`src/design/chs_pkg.sv`:
```
package chs_pkg;

   localparam int unsigned CylWidth    = 10;
   localparam int unsigned SecWidth    = 6;
   localparam int unsigned HeadWidth   = 8;
   localparam int unsigned CcWidth     = 11;
   localparam int unsigned HcWidth     = 9;
   localparam int unsigned LbaWidth    = 32;
   localparam int unsigned IdxWidth    = CylWidth + HcWidth;
   localparam int unsigned ProdWidth   = IdxWidth + SecWidth;
   localparam int unsigned CsrIdxWidth = 3;
   localparam int unsigned CsrWidth    = 32;
   localparam int unsigned ReqWidth    = 32;
   localparam int unsigned RspWidth    = 72;

   typedef enum logic [1:0] {
      CMD_READ   = 2'd0,
      CMD_WRITE  = 2'd1,
      CMD_REPORT = 2'd2
   } cmd_type;

   typedef enum logic [1:0] {
      ST_OK  = 2'd0,
      ST_BAD = 2'd1,
      ST_WP  = 2'd2
   } status_type;

   typedef enum logic [CsrIdxWidth-1:0] {
      CSR_CYL_COUNT  = 3'd0,
      CSR_HEAD_COUNT = 3'd1,
      CSR_SPT        = 3'd2,
      CSR_IMAGE_BASE = 3'd3,
      CSR_WLOCK      = 3'd4,
      CSR_TYPE_CODE  = 3'd5,
      CSR_PRESENT    = 3'd6
   } csr_index_type;

   typedef struct packed {
      logic [7:0] max_head;
      logic [7:0] max_sector_cyl_high;
      logic [7:0] max_cyl_low;
      logic [7:0] report_type;
      logic       report_ok;
   } report_type_t_type;

   typedef struct packed {
      logic                 calc;
      status_type           status;
      logic [SecWidth-1:0]  sec_m1;
      report_type_t_type    report;
   } common_type;

endpackage

```
`src/design/chs_to_lba_translator.sv`:
```
// Four-stage pipeline: decode and checks, cylinder times heads, times sectors, final add.
// The two multiplies and the base add set the stage split; beats pass every stage register.
// Throughput is one beat per cycle unless a low rsp_tready stalls the pipeline.
// Synchronous active-high reset empties the pipeline and loads the default geometry.
module chs_to_lba_translator
   import chs_pkg::*;
(
   input  logic                   clock,
   input  logic                   reset,
   input  logic                   req_tvalid,
   output logic                   req_tready,
   // cmd, cyl_low, sector_and_cyl_high, head_sel
   input  logic [ReqWidth-1:0]    req_tdata,
   output logic                   rsp_tvalid,
   input  logic                   rsp_tready,
   // lba, status_code, report_ok, report_type, max_cyl_low, max_sector_cyl_high, max_head
   output logic [RspWidth-1:0]    rsp_tdata,
   input  logic                   csr_we,
   input  logic [CsrIdxWidth-1:0] csr_index,
   input  logic [CsrWidth-1:0]    csr_wdata
);

   logic [CcWidth-1:0]   cyl_count_ff;
   logic [HcWidth-1:0]   head_count_ff;
   logic [SecWidth-1:0]  spt_ff;
   logic [LbaWidth-1:0]  image_base_ff;
   logic                 wlock_ff;
   logic [7:0]           type_code_ff;
   logic                 present_ff;

   always_ff @(posedge clock) begin
      if (reset) begin
         cyl_count_ff  <= CcWidth'(1);
         head_count_ff <= HcWidth'(1);
         spt_ff        <= SecWidth'(1);
         image_base_ff <= '0;
         wlock_ff      <= 1'b0;
         type_code_ff  <= 8'd0;
         present_ff    <= 1'b0;
      end else if (csr_we) begin
         unique case (csr_index_type'(csr_index))
            CSR_CYL_COUNT:  cyl_count_ff  <= csr_wdata[CcWidth-1:0];
            CSR_HEAD_COUNT: head_count_ff <= csr_wdata[HcWidth-1:0];
            CSR_SPT:        spt_ff        <= csr_wdata[SecWidth-1:0];
            CSR_IMAGE_BASE: image_base_ff <= csr_wdata[LbaWidth-1:0];
            CSR_WLOCK:      wlock_ff      <= csr_wdata[0];
            CSR_TYPE_CODE:  type_code_ff  <= csr_wdata[7:0];
            CSR_PRESENT:    present_ff    <= csr_wdata[0];
            default: ;
         endcase
      end
   end

   logic v1_ff, v2_ff, v3_ff, v4_ff;
   logic en1, en2, en3, en4;

   assign en4 = !v4_ff || rsp_tready;
   assign en3 = !v3_ff || en4;
   assign en2 = !v2_ff || en3;
   assign en1 = !v1_ff || en2;
   assign req_tready = en1;

   always_ff @(posedge clock) begin
      if (reset) begin
         v1_ff <= 1'b0;
         v2_ff <= 1'b0;
         v3_ff <= 1'b0;
         v4_ff <= 1'b0;
      end else begin
         if (en1) v1_ff <= req_tvalid;
         if (en2) v2_ff <= v1_ff;
         if (en3) v3_ff <= v2_ff;
         if (en4) v4_ff <= v3_ff;
      end
   end

   // Stage 1: field split, range checks, status and report.
   logic [1:0]           cmd;
   logic [7:0]           cyl_low;
   logic [7:0]           sch;
   logic [HeadWidth-1:0] head;
   logic [CylWidth-1:0]  cyl;
   logic [SecWidth-1:0]  sec;
   logic                 geom_ok;
   logic [CcWidth-1:0]   max_cyl;
   logic [HcWidth-1:0]   max_head;
   common_type           c1_in, c1_ff;
   logic [CylWidth-1:0]  cyl1_ff;
   logic [HeadWidth-1:0] head1_ff;

   assign cmd     = req_tdata[1:0];
   assign cyl_low = req_tdata[9:2];
   assign sch     = req_tdata[17:10];
   assign head    = req_tdata[25:18];
   assign cyl     = {sch[7:6], cyl_low};
   assign sec     = sch[SecWidth-1:0];
   assign max_cyl  = cyl_count_ff - CcWidth'(1);
   assign max_head = head_count_ff - HcWidth'(1);
   assign geom_ok = ({1'b0, cyl} < cyl_count_ff) && ({1'b0, head} < head_count_ff)
                    && (sec != '0) && (sec <= spt_ff);

   always_comb begin
      c1_in        = '0;
      c1_in.status = ST_OK;
      c1_in.sec_m1 = sec - SecWidth'(1);
      case (cmd) inside
         CMD_READ, CMD_WRITE: begin
            if (!present_ff || !geom_ok) begin
               c1_in.status = ST_BAD;
            end else if (cmd == CMD_WRITE && wlock_ff) begin
               c1_in.status = ST_WP;
            end else begin
               c1_in.calc = 1'b1;
            end
         end
         CMD_REPORT: begin
            if (present_ff) begin
               c1_in.report.report_ok           = 1'b1;
               c1_in.report.report_type         = type_code_ff;
               c1_in.report.max_cyl_low         = max_cyl[7:0];
               c1_in.report.max_sector_cyl_high = {max_cyl[9:8], spt_ff};
               c1_in.report.max_head            = max_head[7:0];
            end
         end
         default: c1_in.status = ST_BAD;
      endcase
   end

   always_ff @(posedge clock) begin
      if (en1) begin
         c1_ff    <= c1_in;
         cyl1_ff  <= cyl;
         head1_ff <= head;
      end
   end

   // Stage 2: track index = cylinder * heads + head.
   common_type          c2_ff;
   logic [IdxWidth-1:0] idx_in, idx_ff;

   assign idx_in = (IdxWidth'(cyl1_ff) * IdxWidth'(head_count_ff)) + IdxWidth'(head1_ff);

   always_ff @(posedge clock) begin
      if (en2) begin
         c2_ff  <= c1_ff;
         idx_ff <= idx_in;
      end
   end

   // Stage 3: scale by sectors per track.
   common_type           c3_ff;
   logic [ProdWidth-1:0] prod_in, prod_ff;

   assign prod_in = ProdWidth'(idx_ff) * ProdWidth'(spt_ff);

   always_ff @(posedge clock) begin
      if (en3) begin
         c3_ff   <= c2_ff;
         prod_ff <= prod_in;
      end
   end

   // Stage 4: add image base and sector offset.
   logic [LbaWidth-1:0] lba_in, lba_ff;
   common_type          c4_ff;

   assign lba_in = c3_ff.calc
                   ? image_base_ff + LbaWidth'(prod_ff) + LbaWidth'(c3_ff.sec_m1)
                   : '0;

   always_ff @(posedge clock) begin
      if (en4) begin
         c4_ff  <= c3_ff;
         lba_ff <= lba_in;
      end
   end

   assign rsp_tvalid = v4_ff;
   assign rsp_tdata  = {5'd0,
                        c4_ff.report.max_head,
                        c4_ff.report.max_sector_cyl_high,
                        c4_ff.report.max_cyl_low,
                        c4_ff.report.report_type,
                        c4_ff.report.report_ok,
                        c4_ff.status,
                        lba_ff};

endmodule

```
`config.mk`:
```
export PLATFORM = sky130hd
export DESIGN_NAME = chs_to_lba_translator
export DESIGN_NICKNAME = d
export VERILOG_FILES = /design/src/design/chs_pkg.sv /design/src/design/chs_to_lba_translator.sv
export SDC_FILE = /design/constraint.sdc
export NUM_CORES = 1
export LEC_CHECK = 0
export ABC_AREA = 1
export BUFFER_PORTS_ARGS = -buffer_cell sky130_fd_sc_hd__clkbuf_2
export CAP_MARGIN = 20
export CORE_ASPECT_RATIO = 0.6
export CORE_MARGIN = 2
export CORE_UTILIZATION = 45
export DETAILED_ROUTE_END_ITERATION = 6
export GPL_ROUTABILITY_DRIVEN = 0
export PLACE_DENSITY = 0.7
export SETUP_SLACK_MARGIN = 0.4
export SYNTH_ARGS = -nofsm -noshare
export SYNTH_HDL_FRONTEND = slang
export SYNTH_SLANG_ARGS = --single-unit
```
`constraint.sdc`:
```
create_clock -name clock -period 6.35 [get_ports clock]
set_input_delay 0 -clock clock [delete_from_list [all_inputs] [get_ports clock]]
set_output_delay 0 -clock clock [all_outputs]
set_load 0.005 [all_outputs]
```
* Word-level counts from Yosys, hierarchy flattened
Index checks and enable logic that the tools add are counted.
** Cells by class
- Add/sub/neg operators :: 6
- Multipliers :: 2
- $lt $le $gt $ge :: 3
- Equality and inequality tests :: 8
- Mux-type cells :: 6
- Bitwise gates (word level) :: 3
- Reduce and logical (&&, ||, !) cells :: 29
** Operators with widths (number)
- $add A32 B25 Y32 :: 1
- $add A32 B6 Y32 :: 1
- $mul A19 B6 Y25 :: 1
- $add A19 B8 Y19 :: 1
- $mul A10 B9 Y19 :: 1
- $reduce_and A2 Y1 :: 7
- $lt A10 B11 Y1 :: 1
- $sub A10 B1 Y10 const B :: 1
- $eq A3 B3 Y1 const B :: 3
- $lt A8 B9 Y1 :: 1
- $sub A8 B1 Y8 const B :: 1
- $eq A3 B2 Y1 const B :: 2
- $le A6 B6 Y1 :: 1
- $logic_not A1 Y1 :: 6
- $mux W2 :: 3
- $reduce_bool A6 Y1 :: 1
- $sub A6 B1 Y6 const B :: 1
- $logic_or A1 B1 Y1 :: 5
- $logic_and A1 B1 Y1 :: 4
- $reduce_or A2 Y1 :: 2
- $reduce_or A4 Y1 :: 1
- $eq A3 B1 Y1 const B :: 1
- $logic_not A3 Y1 :: 1
- $mux W1 :: 3
- other kinds (5) :: 7
** Word-level totals
- Register bits after elaboration :: 327
- Bits of input ports :: 72
- Output and inout bits :: 74

* Longest topological paths before layout
Gate-level depths: netlist of run 1.
- Depth after elaboration :: 8
- Mapped depth :: 23
- Gate-level depth less buffers :: 22

* Worst setup path before layout of run 1
No wires, ideal clock.
- Path type :: flip-flop to flip-flop
- Start :: reg v4_ff (netlist: rsp_tvalid)
- End :: reg c1_ff[0] in the netlist's numbering (enable)
- Library setup time :: 422 ps
- Arrival time :: 4783 ps
- Data required time :: 5928 ps
- Setup slack :: 1145 ps
- Cell stages (with the launch flop) :: 8
- Buffers on the path :: 0
- Clock period less this slack :: 5205 ps
- Cell sequence :: dfxtp_1 -> inv_1 -> nor2_1 -> inv_1 -> nor2_1 -> inv_1 -> nor2_1 -> nand2_1
** Between the ends
- Longest elaborated chain between the ends :: 5
** Ends and longest elaborated chain
- start: declaration :: RTL line chs_to_lba_translator.sv:54 : logic v1_ff, v2_ff, v3_ff, v4_ff;
- start signal: assignment :: RTL line chs_to_lba_translator.sv:73 : if (en4) v4_ff <= v3_ff;
- $logic_not A1 Y1 :: RTL line chs_to_lba_translator.sv:57 : assign en4 = !v4_ff || rsp_tready;
- $logic_or A1 B1 Y1 :: RTL line chs_to_lba_translator.sv:57
- net en4 :: RTL line chs_to_lba_translator.sv:55 : logic en1, en2, en3, en4;
- $logic_or A1 B1 Y1 :: RTL line chs_to_lba_translator.sv:58 : assign en3 = !v3_ff || en4;
- net en3 :: RTL line chs_to_lba_translator.sv:55
- $logic_or A1 B1 Y1 :: RTL line chs_to_lba_translator.sv:59 : assign en2 = !v2_ff || en3;
- $logic_or A1 B1 Y1 :: RTL line chs_to_lba_translator.sv:60 : assign en1 = !v1_ff || en2;
- net req_tready :: RTL line chs_to_lba_translator.sv:11 : output logic req_tready,
- end signal: assignment :: RTL line chs_to_lba_translator.sv:131 : c1_ff <= c1_in;
- end: declaration :: RTL line chs_to_lba_translator.sv:87 : common_type c1_in, c1_ff;
The timed path passes the listed nets, and every way through them passes these cells.
A chain may end at the register's enable or synchronous reset.

* Worst setup path in the final report of run 1
- Start :: reg head_count_ff[2]
- End :: reg idx_ff[18], data pin
** Between the ends
- Longest elaborated chain between the ends :: 2
** Ends and longest elaborated chain
- start: declaration :: RTL line chs_to_lba_translator.sv:24 : logic [HcWidth-1:0] head_count_ff;
- start signal: assignment :: RTL line chs_to_lba_translator.sv:34 : head_count_ff <= HcWidth'(1);
- start signal: assignment :: RTL line chs_to_lba_translator.sv:43 : CSR_HEAD_COUNT: head_count_ff <= csr_wdata[HcWidth-1:0];
- $mul A10 B9 Y19 :: RTL line chs_to_lba_translator.sv:141 : assign idx_in = (IdxWidth'(cyl1_ff) * IdxWidth'(head_count_ff)) + IdxWidth'(head1_ff);
- $add A19 B8 Y19 :: RTL line chs_to_lba_translator.sv:141
- net idx_in[18] :: RTL line chs_to_lba_translator.sv:139 : logic [IdxWidth-1:0] idx_in, idx_ff;
- end signal: assignment :: RTL line chs_to_lba_translator.sv:146 : idx_ff <= idx_in;
- end: declaration :: RTL line chs_to_lba_translator.sv:139
The timed path passes the listed nets, and every way through them passes these cells.

==> reports/summary.txt, run 1 <==
Outcome: finished with violations
Failing checks: design-rule violations
Avg Synthesized Cell Area: 9.10 µm²
Fraction of layout cells with a size suffix above 1: 8.65%
Setup TNS: 0 ps
Gate Count Post-Synth: 2312
Nets: 2875
CTS Buf Count: 31
Die Width: 283 µm
CTS sink count: 327
Hold Violations, Final: 0
Max-Cap Viols: 0
Tot Pwr: 0.00583 W
Root Driver: clkbuf_16
Area leader, netlist: edfxtp_1
GRT overflow: 0
Most common cell in the netlist: nand2_1
Synthesis warning total: 0
Vias in the first global route: 15500
Worst stage delay on the critical path: 630 ps
Fmax: 198 MHz
#FFs+latches synth: 327
Dpl ws: 1340 ps
Worst path required time: 6690 ps
Area grow syn2layout: 14.7%
Most Used Layer, Global Route: met2
Fin area: 0.0241 mm²
Yosys top cell area share: 36.4%
Met1 usage: 28.6%
Register area share after synthesis: 43.3%
Hold_sp: csr_we
CP delay by family, top: adder cells
Clk_skew: 12.2 ps
Post-CTS Setup Inserts: 0
Tmin final: 5060 ps
Critical Path Start Type: flip-flop
Pin count of the biggest net entering global routing: 69
DP Wirelength: 36600 µm
Core Footprint: 0.0463 mm²
Post-DP Area: 0.0223 mm²
Setup ws final: 1290 ps
GRT Overall Usage: 20.2%
Hold endpoint: spt_ff[0]$_SDFFE_PP1P_
Critical path fanouts, max: 12
Vias per cell: 5.02
Top cells by area, synth: edfxtp_1, fa_1, nand2_1
Synthesized area: 0.0210 mm²
Clk_lat worst skew: 590 ps
Top_reg_cell synth: edfxtp_1
Hold Path Class: in -> reg
Fin. max-slew vios: 0
Synth cell types: 39
Die area: 0.0485 mm²
Vias post-DR: 15900
Met2 GRT Util: 30.1%
GR Layer Usage met3: 4.54%
Initial antenna violation count: 1
Period utilization: 79.7%
Capturing point of the worst reg2reg path: idx_ff[18]$_DFFE_PP_
WL per Instance: 15.1 µm
First-pass GRT wire length: 78800 µm
DRT Pass-1 Iters: 7
Drc violations: 5
Cell Count Post-Placement: 3027
Ports: 146
Leakage: 12.5 nW
Slowest CP cell: dfxtp_1
Worst slew margin: 38.4%
Final wirelength: 47900 µm
PwrDens: 242 mW/mm²
TritonCTS clock tree: done
Ys async rst share: 0%
Actual slew at the worst max-slew pin: 923 ps
Die height: 171 µm
Peak VDD IR: 0.000232 V
Final setup viols: 0
Port-buffer cells: 134
RSZ-0062 raised after global routing: false
Row cnt: 61
Most frequent CP cell: inv_1
Final non-filler cell total: 3165
Flop2flop setup slack: 1290 ps
Clock-pin transition on the worst setup and hold timing paths: 70 ps
Critical path arrival: 5400 ps
Htree depth: 1
RR Startpoint: head_count_ff[2]$_SDFFE_PP0P_
Worst hold stages: 6
Cell chain of the critical path: nand2_1 -> fa_1 -> inv_1 -> fa_1 -> inv_1 -> fa_1 -> inv_1 -> fa_1 -> inv_1 -> fa_1 -> inv_1 -> ha_1 -> nand2_1 -> inv_1 -> nand2_1 -> nor2_1 -> nand2_1 -> nand3_1 -> nand3b_1 -> nand3b_1 -> nand2_1
Post-synth EDFFs: 255
Violation count after the first detailed-route iteration: 1583
WS Path Type: reg -> reg
Detail Route Antenna Nets: 0
Clock Path Buffers: 3
Reg2Reg Depth: 21
Worst Setup End Kind: flip-flop
Critical path buffers and inverters: 6
Synth cell count leaders: nand2_1, inv_1, edfxtp_1
Starting Density: 45.5%
stage by stage:
step           hold slack (ps)  utilization, %
3_3_place_gp               225            48.2
3_5_place_dp               217            48.2
4_1_cts                   29.5            52.1
6_report                  55.9            52.2
5_1_grt                    110            52.1
2_1_floorplan             69.1               -
layout by cell type, fill, tap and decap left out, types with 4 or more instances in the layout:
| cell | Yosys | final |
|---|---|---|
| xor2_1 | 27 | 27 |
| inv_2 | 2 | 5 |
| ha_1 | 159 | 159 |
| o21bai_1 | 9 | 9 |
| o211ai_1 | 4 | 4 |
| nor2_2 | 5 | 5 |
| edfxtp_1 | 255 | 255 |
| nand4_1 | 14 | 14 |
| conb_1 | 1 | 5 |
| inv_1 | 497 | 494 |
| a21o_1 | 5 | 5 |
| dlygate4sd3_1 | 0 | 75 |
| clkbuf_1 | 40 | 6 |
| clkbuf_2 | 0 | 134 |
| nor2_1 | 148 | 148 |
| o21ai_0 | 102 | 102 |
| fa_1 | 137 | 137 |
| clkinv_2 | 0 | 7 |
| dfxtp_1 | 72 | 72 |
| buf_4 | 6 | 6 |
| a21oi_1 | 159 | 159 |
| clkbuf_16 | 0 | 31 |
| nand3b_1 | 5 | 5 |
| nand2_1 | 537 | 536 |
| nand3_1 | 67 | 66 |
| xnor2_1 | 6 | 6 |
| nor3_1 | 9 | 9 |
| nand3_2 | 4 | 5 |
| nand2_2 | 7 | 8 |
sequential cells by signal (all words and copies together), names as in the netlist, 6 cells and up:
name           cells
c2_ff             42
lba_ff            32
head1_ff           8
idx_ff            19
prod_ff           25
c3_ff             42
image_base_ff     32
rsp_tdata         35
type_code_ff       8
head_count_ff      9
c1_ff             42
spt_ff             6
cyl1_ff           10
cyl_count_ff      11
tightest hold or removal path: cells and delay by family:
family,cells,cell delay [ps]
AOI/OAI and AO/OA,1,150
and+or+nand+nor,2,210
buffers and inverters,3,250
routing by layer:
layer / vias to the layer above / part of all wire (%)
li1: 7686 / -
met1: 7427 / 45
met2: 667 / 42
met3: 112 / 10
met4: 0 / 3.8
met5: - / 0
power breakdown:
group	switching, W	internal, W	total (W)
registers	0.000135	0.00245	0.00259
logic	0.000890	0.000513	0.00140
clock network	0.000807	0.00103	0.00184
area by class of cell:
type                       count  area, µm²
clock inverter                21        213
clock buffer                  37        798
multi-input combinational   1431       9840
antenna                        3       7.51
timing repair buffer         217       1510
tap                          630        788
fill                        4094      22100
sequential                   327       9100
inverter                     499       1870
logic make-up after synthesis:
kind of cell,synth area share (%)
fa+ha+maj,22.5
other cells,0.0178
flops,43.3
xor+xnor,1.37
compound gates,7.32
buf+inv,10.1
simple gates,15.5
how the worst max path moves through the flow:
stage	slack (ps)	to	startpoint	cells past startpoint
finish	1290	idx_ff[18]$_DFFE_PP_	head_count_ff[2]$_SDFFE_PP0P_	21
global route	940	idx_ff[18]$_DFFE_PP_	head_count_ff[2]$_SDFFE_PP0P_	21
CTS	1320	idx_ff[14]$_DFFE_PP_	head_count_ff[2]$_SDFFE_PP0P_	20
detailed placement	1340	idx_ff[14]$_DFFE_PP_	head_count_ff[2]$_SDFFE_PP0P_	20
global placement	1360	idx_ff[18]$_DFFE_PP_	head_count_ff[2]$_SDFFE_PP0P_	21
floorplan	1150	c1_ff[0]$_SDFFCE_PP0P_	rsp_tvalid$_SDFFE_PP0P_	7
timing repair:
item,in CTS,in global routing
hold endpoints to repair,99,0
hold buffers,75,0
gates resized for setup,0,0
No activity file was read; power rests on OpenSTA's default activity.
==> inputs of run 2 (changes only) <==
Clock period 6.35 ns to 5.3 ns, I/O delays scaled along.
==> reports/summary.txt, run 2 (same netlist as run 1, synthesis figures left out) <==
RSZ-0062 raised after global routing: false (unchanged)
Met2 WL: 21100 µm (was 19900 µm)
Dpl ws: 430 ps (was 1340 ps)
Root Driver: clkbuf_16 (unchanged)
Tmin final: 4670 ps (was 5060 ps)
Nets: 2890 (was 2875)
Cell chain of the critical path: nand2_1 -> inv_1 -> fa_1 -> fa_1 -> inv_1 -> fa_1 -> inv_1 -> fa_1 -> inv_1 -> fa_1 -> inv_1 -> ha_4 -> nand2_1 -> inv_1 -> nand2_1 -> o21bai_1 -> nand3_2 -> buf_4 -> xor2_1 (was nand2_1 -> fa_1 -> inv_1 -> fa_1 -> inv_1 -> fa_1 -> inv_1 -> fa_1 -> inv_1 -> fa_1 -> inv_1 -> ha_1 -> nand2_1 -> inv_1 -> nand2_1 -> nor2_1 -> nand2_1 -> nand3_1 -> nand3b_1 -> nand3b_1 -> nand2_1)
Clk_skew: 11.7 ps (was 12.2 ps)
Metal1 wirelength: 21700 µm (was 21300 µm)
Vias post-DR: 16100 (was 15900)
Worst slew margin: 29.3% (was 38.4%)
Fmax: 214 MHz (was 198 MHz)
Most common cell after layout, fill and taps aside: nand2_1 (unchanged)
Fraction of layout cells with a size suffix above 1: 9.46% (was 8.65%)
Commonest cells after routing, fill and taps aside: nand2_1, inv_1, edfxtp_1, a21oi_1, ha_1 (unchanged)
CP delay by family, top: adder cells (unchanged)
WS Path Type: reg -> reg (unchanged)
Post-DP Area: 0.0224 mm² (was 0.0223 mm²)
Most frequent CP cell: inv_1 (unchanged)
Critical path arrival: 5010 ps (was 5400 ps)
Vias in the first global route: 15500 (about the same)
Die Width: 283 µm (unchanged)
Port-buffer cells: 134 (unchanged)
Final setup viols: 0 (unchanged)
DR top layer: met5 (was met4)
Clk_lat worst skew: 590 ps (about the same)
PwrDens: 291 mW/mm² (was 242 mW/mm²)
Row cnt: 61 (unchanged)
Core Util, Final: 52.6% (was 52.2%)
Setup ws final: 627 ps (was 1290 ps)
Number of fill cells: 4111 (was 4094)
DRT Pass-1 Iters: 6 (was 7)
Actual slew at the worst max-slew pin: 1060 ps (was 923 ps)
Slowest CP cell: fa_1 (was dfxtp_1)
Critical Path Start Type: flip-flop (unchanged)
Starting Density: 45.5% (unchanged)
Worst Setup End Kind: flip-flop (unchanged)
Hold Violations, Final: 0 (unchanged)
Worst stage delay on the critical path: 550 ps (was 630 ps)
Reg2Reg Depth: 19 (was 21)
Clock Path Buffers: 3 (unchanged)
Outcome: complete, no violations (was finished with violations)
Pin count of the biggest net entering global routing: 69 (unchanged)
Critical path fanouts, max: 6 (was 12)
CTS sink count: 327 (unchanged)
Core Footprint: 0.0463 mm² (unchanged)
Leakage: 12.6 nW (was 12.5 nW)
Number of stages on the worst setup path: 19 (was 21)
Die height: 171 µm (unchanged)
Period utilization: 88.2% (was 79.7%)
Max-Cap Viols: 0 (unchanged)
Met3 WL post-DR: 4740 µm (was 4770 µm)
First-pass GRT wire length: 79000 µm (was 78800 µm)
Fin. max-slew vios: 0 (unchanged)
Initial antenna violation count: 2 (was 1)
Violation count after the first detailed-route iteration: 1756 (was 1583)
CTS Buf Count: 31 (unchanged)
Hold Path Class: in -> reg (unchanged)
Worst hold stages: 2 (was 6)
Fin area: 0.0243 mm² (was 0.0241 mm²)
GRT Overall Usage: 20.3% (was 20.2%)
GRT overflow: 0 (unchanged)
Area grow syn2layout: 15.6% (was 14.7%)
Die area: 0.0485 mm² (unchanged)
Final wirelength: 48900 µm (was 47900 µm)
Htree depth: 1 (unchanged)
Critical path buffers and inverters: 7 (was 6)
Clock-pin transition on the worst setup and hold timing paths: 60 ps (was 70 ps)
Ports: 146 (unchanged)
Biggest regs: c1_ff (42), c2_ff (42), c3_ff (42) (unchanged)
DP Wirelength: 37000 µm (was 36600 µm)
WL per Instance: 15.4 µm (was 15.1 µm)
Drc violations: 0 (was 5)
Setup TNS: 0 ps (unchanged)
Peak VDD IR: 0.000284 V (was 0.000232 V)
TritonCTS clock tree: done (unchanged)
Worst path required time: 5640 ps (was 6690 ps)
Vias per cell: 5.07 (was 5.02)
Detail Route Antenna Nets: 0 (unchanged)
## run 2: changes by cell type in the layout (fill, tap and decap cells not counted), moves of 2 or more
cell,before,now
buf_4,6,20
dfxtp_2,0,2
dfxtp_1,72,70
clkinv_4,2,0
nand2_1,536,534
nand2_2,8,10
a21oi_1,159,157
dlygate4sd3_1,75,77
ha_1,159,157
clkbuf_8,0,5
## run 2: per-layer routing
metal  up-vias  track usage, %
met5         -               0
met1      7572            28.8
met3        93            3.97
met4         2            6.40
li1       7706               -
met2       738            31.4
## run 2: power breakdown
part	total (W)	internal [W]	switching (W)
Combinational	0.00174	0.000637	0.00110
Sequential	0.00310	0.00294	0.000155
Clock	0.00225	0.00130	0.000955
Total	0.00708	0.00487	0.00221
## run 2: final timing paths
check | to | start | slack, ps
worst min register to register | rsp_tdata[57]$_DFFE_PP_ | c3_ff[23]$_DFFE_PP_ | 410
worst max register to register | idx_ff[10]$_DFFE_PP_ | cyl1_ff[2]$_DFFE_PP_ | 630
worst min-delay path | head1_ff[6]$_DFFE_PP_ | req_tdata[24] | 160
worst max-delay path | idx_ff[10]$_DFFE_PP_ | cyl1_ff[2]$_DFFE_PP_ | 630
## run 2: final cells by class
cell class                      count  area (µm²)  share of cell area (%)
Clock buffer                       42         867                    3.57
Clock inverter                     16         174                   0.715
Sequential cell                   327        9100                    37.4
Antenna cell                        3        7.51                  0.0309
Inverter                          499        1880                    7.72
Tap cell                          630         788                    3.24
Multi-Input combinational cell   1431        9880                    40.6
Timing Repair Buffer              232        1620                    6.66
## run 2: timing repair
item	in CTS	in global routing
hold buffers	77	0
setup endpoints to repair	0	9
endpoints found under the hold margin	97	0
resized for setup	0	10
buffers inserted	0	9
## run 2: per-stage QoR
stage | total power (W) | std cells | hold slack [ps]
2_1_floorplan | 0.00429 | 2316 | 69.1
3_3_place_gp | 0.00471 | 3032 | 213
3_5_place_dp | 0.00475 | 3032 | 207
4_1_cts | 0.00707 | 3167 | 146
5_1_grt | 0.00747 | 3178 | 163
6_report | 0.00708 | 3180 | 164
